$ cat config.mk
export PLATFORM = sky130hd
export DESIGN_NAME = c6502ls_seq
export DESIGN_NICKNAME = d
export VERILOG_FILES = /design/src/rtl/c6502ls_pkg.sv /design/src/rtl/c6502ls_seq.sv
export SDC_FILE = /design/constraint.sdc
export NUM_CORES = 1
export LEC_CHECK = 0
export BUFFER_PORTS_ARGS = -buffer_cell sky130_fd_sc_hd__buf_2
export CAP_MARGIN = 20
export CORE_AREA = 8 8 103 175
export DETAILED_ROUTE_END_ITERATION = 10
export DIE_AREA = 0 0 111 183
export PLACE_DENSITY_LB_ADDON = 0.05
export SYNTH_ARGS = -nofsm -noshare
export SYNTH_HDL_FRONTEND = slang
export SYNTH_SLANG_ARGS = --single-unit
$ cat constraint.sdc
create_clock -name aclk -period 3.46 [get_ports aclk]
set_input_delay 0.173 -clock aclk [delete_from_list [all_inputs] [get_ports aclk]]
set_output_delay 0.173 -clock aclk [all_outputs]
set_load 0.03 [all_outputs]
$ cat src/rtl/c6502ls_pkg.sv
// Shared types and constants for the 6502 load/store addressing block.
// Holds command, mode and register codes, the sequencer state type and the
// memory request and result structs. Depends on nothing.
`default_nettype none

package c6502ls_pkg;

    // Commands carried by an input beat.
    localparam logic [1:0] CMD_LOAD  = 2'd0;
    localparam logic [1:0] CMD_STORE = 2'd1;
    localparam logic [1:0] CMD_WRITE = 2'd2;
    localparam logic [1:0] CMD_READ  = 2'd3;

    // Addressing modes.
    localparam logic [3:0] MODE_ACC  = 4'd0;
    localparam logic [3:0] MODE_IMM  = 4'd1;
    localparam logic [3:0] MODE_ZP   = 4'd2;
    localparam logic [3:0] MODE_ZPX  = 4'd3;
    localparam logic [3:0] MODE_ZPY  = 4'd4;
    localparam logic [3:0] MODE_ABS  = 4'd5;
    localparam logic [3:0] MODE_ABSX = 4'd6;
    localparam logic [3:0] MODE_ABSY = 4'd7;
    localparam logic [3:0] MODE_IND  = 4'd8;
    localparam logic [3:0] MODE_INDX = 4'd9;
    localparam logic [3:0] MODE_INDY = 4'd10;

    // Load target registers.
    localparam logic [1:0] REG_A = 2'd0;
    localparam logic [1:0] REG_X = 2'd1;
    localparam logic [1:0] REG_Y = 2'd2;

    localparam logic [7:0] SIGN_MASK = 8'b1000_0000;

    typedef enum logic [3:0] {
        ST_IDLE,
        ST_RD_OP,
        ST_RD_OP1,
        ST_GOT_W,
        ST_GOT_B,
        ST_PTR_HI,
        ST_PTR_DONE,
        ST_ACCESS,
        ST_VAL,
        ST_DONE
    } state_t;

    typedef struct packed {
        logic        rd_en;
        logic        wr_en;
        logic [15:0] addr;
        logic [7:0]  wdata;
    } mem_req_t;

    typedef struct packed {
        logic [7:0]  value;
        logic [15:0] effective_addr;
        logic        zero_flag;
        logic        negative_flag;
        logic        error;
    } res_t;

endpackage

`default_nettype wire

$ cat src/rtl/c6502ls_seq.sv
// Sequencer of the addressing block: walks operand and pointer reads through
// the memory port, holds A, X, Y, Z and N, and stages one result.
// Uses c6502ls_pkg.
`default_nettype none

module c6502ls_seq (
    input  wire logic                  aclk,
    input  wire logic                  aresetn,
    input  wire logic                  in_valid,
    output logic                       in_ready,
    input  wire logic [1:0]            in_command,
    input  wire logic [3:0]            in_mode,
    input  wire logic [15:0]           in_operand_addr,
    input  wire logic [1:0]            in_target_reg,
    input  wire logic [7:0]            in_data,
    output c6502ls_pkg::mem_req_t      mem_req,
    input  wire logic [7:0]            ram_rdata,
    output logic                       res_valid,
    input  wire logic                  res_ready,
    output c6502ls_pkg::res_t          res
);
    import c6502ls_pkg::*;

    state_t      state_reg, state_next;
    logic [7:0]  a_reg, a_next;
    logic [7:0]  x_reg, x_next;
    logic [7:0]  y_reg, y_next;
    logic        z_reg, z_next;
    logic        n_reg, n_next;
    logic [1:0]  cmd_reg, cmd_next;
    logic [3:0]  mode_reg, mode_next;
    logic [1:0]  treg_reg, treg_next;
    logic [7:0]  data_reg, data_next;
    logic [15:0] op_reg, op_next;
    logic [7:0]  lo_reg, lo_next;
    logic [15:0] ptr_reg, ptr_next;
    logic [15:0] ea_reg, ea_next;
    logic [7:0]  val_reg, val_next;
    logic        err_reg, err_next;

    logic        commit_en;
    logic [1:0]  commit_sel;
    logic [7:0]  commit_val;
    logic [7:0]  idx_pre;
    logic [7:0]  idx_post;
    logic [7:0]  zp_byte;
    logic [15:0] word;

    // Index added before the pointer fetch (or to the address) and after it.
    always_comb begin
        case (mode_reg)
            MODE_ZPX, MODE_ABSX, MODE_INDX: idx_pre = x_reg;
            MODE_ZPY, MODE_ABSY:            idx_pre = y_reg;
            default:                        idx_pre = 8'h00;
        endcase
        idx_post = (mode_reg == MODE_INDY) ? y_reg : 8'h00;
    end

    assign zp_byte = ram_rdata + idx_pre;
    assign word    = {ram_rdata, lo_reg};

    always_comb begin
        state_next = state_reg;
        cmd_next   = cmd_reg;
        mode_next  = mode_reg;
        treg_next  = treg_reg;
        data_next  = data_reg;
        op_next    = op_reg;
        lo_next    = lo_reg;
        ptr_next   = ptr_reg;
        ea_next    = ea_reg;
        val_next   = val_reg;
        err_next   = err_reg;
        in_ready   = 1'b0;
        res_valid  = 1'b0;
        mem_req    = '0;
        commit_en  = 1'b0;
        commit_sel = treg_reg;
        commit_val = ram_rdata;

        case (state_reg)
            ST_IDLE: begin
                in_ready = 1'b1;
                if (in_valid) begin
                    cmd_next  = in_command;
                    mode_next = in_mode;
                    op_next   = in_operand_addr;
                    treg_next = in_target_reg;
                    data_next = in_data;
                    val_next  = 8'h00;
                    ea_next   = 16'h0000;
                    err_next  = 1'b0;
                    case (in_command)
                        CMD_LOAD: begin
                            if (in_target_reg > REG_Y || in_mode > MODE_INDY) begin
                                err_next   = 1'b1;
                                state_next = ST_DONE;
                            end else if (in_mode == MODE_ACC) begin
                                commit_en  = 1'b1;
                                commit_sel = in_target_reg;
                                commit_val = a_reg;
                                val_next   = a_reg;
                                state_next = ST_DONE;
                            end else begin
                                state_next = ST_RD_OP;
                            end
                        end
                        CMD_STORE: begin
                            if (in_mode inside {MODE_ACC, MODE_IMM, MODE_IND} ||
                                in_mode > MODE_INDY) begin
                                err_next   = 1'b1;
                                state_next = ST_DONE;
                            end else begin
                                state_next = ST_RD_OP;
                            end
                        end
                        CMD_WRITE: begin
                            ea_next    = in_operand_addr;
                            state_next = ST_ACCESS;
                        end
                        default: begin
                            ea_next    = in_operand_addr;
                            state_next = ST_RD_OP;
                        end
                    endcase
                end
            end
            ST_RD_OP: begin
                mem_req.rd_en = 1'b1;
                mem_req.addr  = op_reg;
                if (cmd_reg != CMD_READ &&
                    mode_reg inside {MODE_ABS, MODE_ABSX, MODE_ABSY, MODE_IND}) begin
                    state_next = ST_RD_OP1;
                end else begin
                    state_next = ST_GOT_B;
                end
            end
            ST_RD_OP1: begin
                mem_req.rd_en = 1'b1;
                mem_req.addr  = op_reg + 16'd1;
                lo_next       = ram_rdata;
                state_next    = ST_GOT_W;
            end
            ST_GOT_W: begin
                if (mode_reg == MODE_IND) begin
                    mem_req.rd_en = 1'b1;
                    mem_req.addr  = word;
                    ptr_next      = word;
                    state_next    = ST_PTR_HI;
                end else begin
                    ea_next    = word + {8'h00, idx_pre};
                    state_next = ST_ACCESS;
                end
            end
            ST_GOT_B: begin
                if (cmd_reg == CMD_READ) begin
                    val_next   = ram_rdata;
                    state_next = ST_DONE;
                end else begin
                    case (mode_reg)
                        MODE_IMM: begin
                            commit_en  = 1'b1;
                            val_next   = ram_rdata;
                            state_next = ST_DONE;
                        end
                        MODE_INDX, MODE_INDY: begin
                            mem_req.rd_en = 1'b1;
                            mem_req.addr  = {8'h00, zp_byte};
                            ptr_next      = {8'h00, zp_byte};
                            state_next    = ST_PTR_HI;
                        end
                        default: begin
                            ea_next    = {8'h00, zp_byte};
                            state_next = ST_ACCESS;
                        end
                    endcase
                end
            end
            ST_PTR_HI: begin
                mem_req.rd_en = 1'b1;
                if (mode_reg == MODE_IND) begin
                    mem_req.addr = ptr_reg + 16'd1;
                end else begin
                    // Zero-page pointers wrap within page zero.
                    mem_req.addr = {8'h00, ptr_reg[7:0] + 8'd1};
                end
                lo_next    = ram_rdata;
                state_next = ST_PTR_DONE;
            end
            ST_PTR_DONE: begin
                ea_next    = word + {8'h00, idx_post};
                state_next = ST_ACCESS;
            end
            ST_ACCESS: begin
                mem_req.addr = ea_reg;
                if (cmd_reg == CMD_LOAD) begin
                    mem_req.rd_en = 1'b1;
                    state_next    = ST_VAL;
                end else begin
                    mem_req.wr_en = 1'b1;
                    mem_req.wdata = data_reg;
                    state_next    = ST_DONE;
                end
            end
            ST_VAL: begin
                commit_en  = 1'b1;
                val_next   = ram_rdata;
                state_next = ST_DONE;
            end
            ST_DONE: begin
                res_valid = 1'b1;
                if (res_ready) begin
                    state_next = ST_IDLE;
                end
            end
            default: begin
                state_next = ST_IDLE;
            end
        endcase
    end

    // Register file and flag update on a completed load.
    always_comb begin
        a_next = a_reg;
        x_next = x_reg;
        y_next = y_reg;
        z_next = z_reg;
        n_next = n_reg;
        if (commit_en) begin
            case (commit_sel)
                REG_A:   a_next = commit_val;
                REG_X:   x_next = commit_val;
                default: y_next = commit_val;
            endcase
            z_next = (commit_val == 8'h00);
            n_next = |(commit_val & SIGN_MASK);
        end
    end

    assign res.value          = val_reg;
    assign res.effective_addr = ea_reg;
    assign res.zero_flag      = z_reg;
    assign res.negative_flag  = n_reg;
    assign res.error          = err_reg;

    always_ff @(posedge aclk) begin
        if (!aresetn) begin
            state_reg <= ST_IDLE;
            a_reg     <= 8'h00;
            x_reg     <= 8'h00;
            y_reg     <= 8'h00;
            z_reg     <= 1'b0;
            n_reg     <= 1'b0;
        end else begin
            state_reg <= state_next;
            a_reg     <= a_next;
            x_reg     <= x_next;
            y_reg     <= y_next;
            z_reg     <= z_next;
            n_reg     <= n_next;
        end
    end

    always_ff @(posedge aclk) begin
        cmd_reg  <= cmd_next;
        mode_reg <= mode_next;
        treg_reg <= treg_next;
        data_reg <= data_next;
        op_reg   <= op_next;
        lo_reg   <= lo_next;
        ptr_reg  <= ptr_next;
        ea_reg   <= ea_next;
        val_reg  <= val_next;
        err_reg  <= err_next;
    end

endmodule

`default_nettype wire

Word-level counts from Yosys, hierarchy flattened
Index checks and enable logic that the tools add are counted.
{ "totals": {"inputBits": 44, "regBits": 111} }
{ "classes": {"order_cmp": 2, "n_mux": 67, "addsub": 6, "bitwise": 1, "reduce_logical": 30, "n_eq_ne": 33} }
{ "op_table": {"columns": ["op", "n"], "rows": [
  ["two-way mux 16 bit", 10],
  ["two-way mux 8 bit", 16],
  ["case mux 16 bit (6 select lines)", 1],
  ["case mux 16 bit (4 select lines)", 1],
  ["case mux 4 bit (10 select lines)", 1],
  ["adder 16 x 1 -> 16 bit (second input constant)", 2],
  ["adder 16 x 8 -> 16 bit", 2],
  ["equality test 4 x 3 -> 1 bit (second input constant)", 8],
  ["case mux 16 bit (2 select lines)", 1],
  ["equality test 4 bit (second input constant)", 6],
  ["two-way mux 4 bit", 6],
  ["case mux 8 bit (3 select lines)", 1],
  ["two-way mux 1 bit", 17],
  ["case mux 8 bit (2 select lines)", 1],
  ["inequality test 2 bit (second input constant)", 7],
  ["equality test 4 x 1 -> 1 bit (second input constant)", 3],
  ["equality test 4 x 2 -> 1 bit (second input constant)", 3],
  ["two-way mux 2 bit", 6],
  ["case mux 4 bit (3 select lines)", 1],
  ["AND reduction 2 bit", 5],
  ["OR reduction 2 bit", 5],
  ["OR reduction 3 bit", 3],
  ["adder 8 x 1 -> 8 bit (second input constant)", 1],
  ["adder 8 bit", 1],
  ["23 further kinds", 31]
]} }

Depth between registers and ports, before layout
{ "depth": {"ltp_word": 10, "ltp_mapped": 15} }

Worst setup path after synthesis
No wires, ideal clock.
{ "synth_path": {"path_type": "register to output", "start": "register mode_reg[1]", "end": "output mem_req[14] (netlist name)", "path_buffers": 2, "arrival_ns": 3.210, "setup_slack_ns": 0.077, "stages_incl_launch_ff": 15, "path_cell_list": "edfxtp_1 -> buf_2 -> xnor2_1 -> and3b_1 -> clkbuf_1 -> a22oi_1 -> inv_1 -> ha_1 -> fa_1 -> a211oi_1 -> o21bai_1 -> nor4_1 -> o21a_1 -> nor3_1 -> o21ai_1"} }
{ "synth_rtl": {"columns": ["element", "line", "source"], "rows": [
  ["start: declaration", "c6502ls_seq.sv:31", "logic [3:0] mode_reg, mode_next;"],
  ["start signal: assignment", "c6502ls_seq.sv:266", "mode_reg <= mode_next;"],
  ["end: declaration", "c6502ls_seq.sv:16", "output c6502ls_pkg::mem_req_t mem_req,"]
]} }

==> out/qor.yml <==
drt:
  met3_length_um: 1117
  firstDrtPassIters: 8
  wl_per_cell_um: 22.57
  wl_met1_um: 8645
  postRouteAntennaNets: 0
  vias: 6066
  top_layer_used: "met4"
  viasPerCell: 5.976
  totalWireLength_um: 22910
  initialDrtViolationCount: 435
  route.met2.wl_um: 12380
  drc_errors: 0
finish:
  fin_cells: 1015
  syn_to_final_growth_pct: 21.70
  final_area_sq_um: 8357
  finish.utilization_pct: 53.41
  diodes: 0
  layout-drive-gt1-share_pct: 24.94
  n_fill_cell: 1448
  finalNetCount: 883
synth:
  yosys_warnings: 0
  yosys.area.top_type: "edfxtp_1"
  synth.top_cell.area_share_pct: 35.42
  synth_area_leaders: "edfxtp_1 (35%), dfxtp_1 (8.7%), nand2_1 (4.6%)"
  synth_enable_flop_cells: 81
  syn_nets: 759
  synth.distinct_cells: 71
  synth_flop_cell: "edfxtp_1"
  ys_async_sr_fraction_pct: 0
  avgSynthCellArea_sq_um: 9.852
  synthCells: 697
  ys_seq_elements: 111
  ys_seq_area_share_pct: 44.17
  syn_area_sq_um: 6867
critical_path:
  r2r_start: "mode_reg[0]"
  timing.rr.end: "ea_reg[15]"
  reg2reg_depth: 15
  cp-endpoint: "mem_req[14]"
  end_kind: "primary output"
  crit_required_ns: 3.29
  startpoint: "mode_reg[0]"
  criticalPathCategory: "reg2out"
  worstSetupStartpointType: "register"
  regToRegSetupSlack_ns: 0.11
  cp_max_fo: 6
  arrival_ns: 3.37
placement:
  place_inst: 975
  place_congestion: 0.9023
  placedInstanceArea_sq_um: 7675
  portBuffers: 98
  dp_hpwl_um: 17610
  pre_cts_ws_ns: 0.0006886
job:
  timing.max_cap.violations: 0
power:
  internal_power_mw: 3.341
  comb_power_share_pct: 46.3
  power.density_nw_per_um2: 710.7
  leakagePower_nw: 3.495
  switchingPower_mw: 2.598
  p_clk_share_pct: 17.1
  p_total_mw: 5.940
  p_sw_share_pct: 43.75
  power_frac_seq_pct: 36.6
  max-vdd-ir-drop_mv: 0.2972
run_status:
  status: "finished with violations"
  violations: "negative setup slack"
global_route:
  grt_pass1_vias: 6195
  track_usage_pct: 22.05
  grt.overflow.total: 0
  grt_max_degree: 34
  antenna_found_initial: 0
  grt_pass1_wl_um: 34840
cts:
  cts_tree: "done"
  cts_buffers: 9
  cts.sinks: 111
  worstSkewPairLatency_ns: 0.36
  cts.path.max_buffers: 2
  path_clk_slew_ns: 0.08
  htreeDepth: 3
  cts_root_buffer: "clkbuf_16"
timing:
  max-slew-margin-rel_pct: 41.53
  setup_viol: 1
  fin_ws_ns: -0.08309
  setup_tns_ns: -0.08309
  max_freq_ghz: 0.2822
  tightest_slew_ns: 0.8723
  maxSlewViolCount: 0
  finalCritPeriodShare_pct: 102.4
  hold_viol: 0
  min_period_ns: 3.543
  holdWs_ns: 0.01103
  rsz0062_at_grt: "yes"
  fin_skew_ns: 0.009046
floorplanning:
  num_io_pins: 99
  start_util_pct: 43.89
  rows: 61
  core_sq_um: 15650
  die_h_um: 183
  fp.dieW_um: 111
  die-area_sq_um: 20310
worst_hold_path:
  hold_path.class: "in2reg"
==> layout make-up <==
class	instances	area (sq um)	area share [%]
inverters	17	63.81	0.7636
multi-input cells	522	3742	44.78
flip-flops and latches	111	3033	36.29
clock inverters	7	55.05	0.6588
clock buffers	9	225.2	2.695
repair buffers	160	1001	11.98
well taps	189	236.5	2.830
==> power by group through the flow <==
stage	Clock [mW]	Sequential, mW	Combinational (mW)
floorplan	0	2.44	1.47
global placement	0	2.19	2.62
detailed placement	0	2.20	2.65
CTS	1.03	2.17	2.70
global route	1.07	2.22	2.95
finish	1.02	2.18	2.75
==> layout by cell type (no fill, tap or decap), types with 14 or more instances in the layout <==
cell type  synthesis  final
a21oi_1           17     16
and2_1            21     20
buf_2              8     96
buf_4              8     49
dfxtp_1           30     30
edfxtp_1          81     81
inv_1             17     15
mux2i_1           16     16
nand2_1           84     84
nand3_1           25     24
nor2_1            38     35
nor2b_1           16     16
nor3_1            16     14
o211a_1           18     18
o21ai_0           36     33
xnor2_1           23     21
xor2_1            22     21
==> Yosys cell counts, types with 9 or more instances <==
library cell,number
a21o_1,11
nand4_1,9
nor4_1,10
ha_1,16
a21oi_1,17
o21ai_0,36
edfxtp_1,81
nor2_1,38
nand3_1,25
a222oi_1,12
a22oi_1,10
dfxtp_1,30
o211a_1,18
clkbuf_1,29
and2_1,21
o211ai_1,10
xnor2_1,23
nor3_1,16
mux2i_1,16
nor2b_1,16
xor2_1,22
inv_1,17
nand2_1,84
==> critical path, cell delays in order (launching register included) <==
cell	delay [ns]
edfxtp_1	0.49
xnor2_2	0.19
and3b_2	0.25
a22oi_2	0.20
inv_2	0.07
ha_4	0.17
fa_2	0.37
a211oi_2	0.29
o21bai_1	0.15
o2111ai_1	0.15
o41ai_2	0.13
nor3_2	0.31
o21ai_2	0.11
buf_6	0.14
==> kinds of logic after synthesis <==
family	after synthesis	share of synthesized area (%)
adder cells (fa/ha/maj)	18	3.499
AND/OR/NAND/NOR	266	20.99
AO/OA/AOI/OAI	176	19.02
multiplexers	17	2.496
buffers and inverters	64	4.082
flip-flops	111	44.17
XOR/XNOR	45	5.740
==> layer usage <==
metal | track usage (%) | vias up
met5 | 0 | -
met4 | 10.54 | 0
met1 | 23.48 | 2950
li1 | - | 2878
met3 | 3.762 | 37
met2 | 40.97 | 201
==> how the worst min path moves through the flow <==
stage	startpoint	endpoint	depth (start not counted)
finish	in_target_reg[0]	treg_reg[0]	1
global route	in_operand_addr[10]	op_reg[10]	1
CTS	in_operand_addr[14]	op_reg[14]	1
detailed placement	in_data[0]	data_reg[0]	1
global placement	in_data[7]	data_reg[7]	1
floorplan	in_command[0]	cmd_reg[0]	0
==> timing repair <==
item	CTS	global route
pin swaps	5	23
resized for setup	11	28
hold buffers	12	1
endpoints found under the setup margin	3	8
hold endpoints to repair	12	1
buffers inserted	6	7
(Power assumes the default switching activity.)
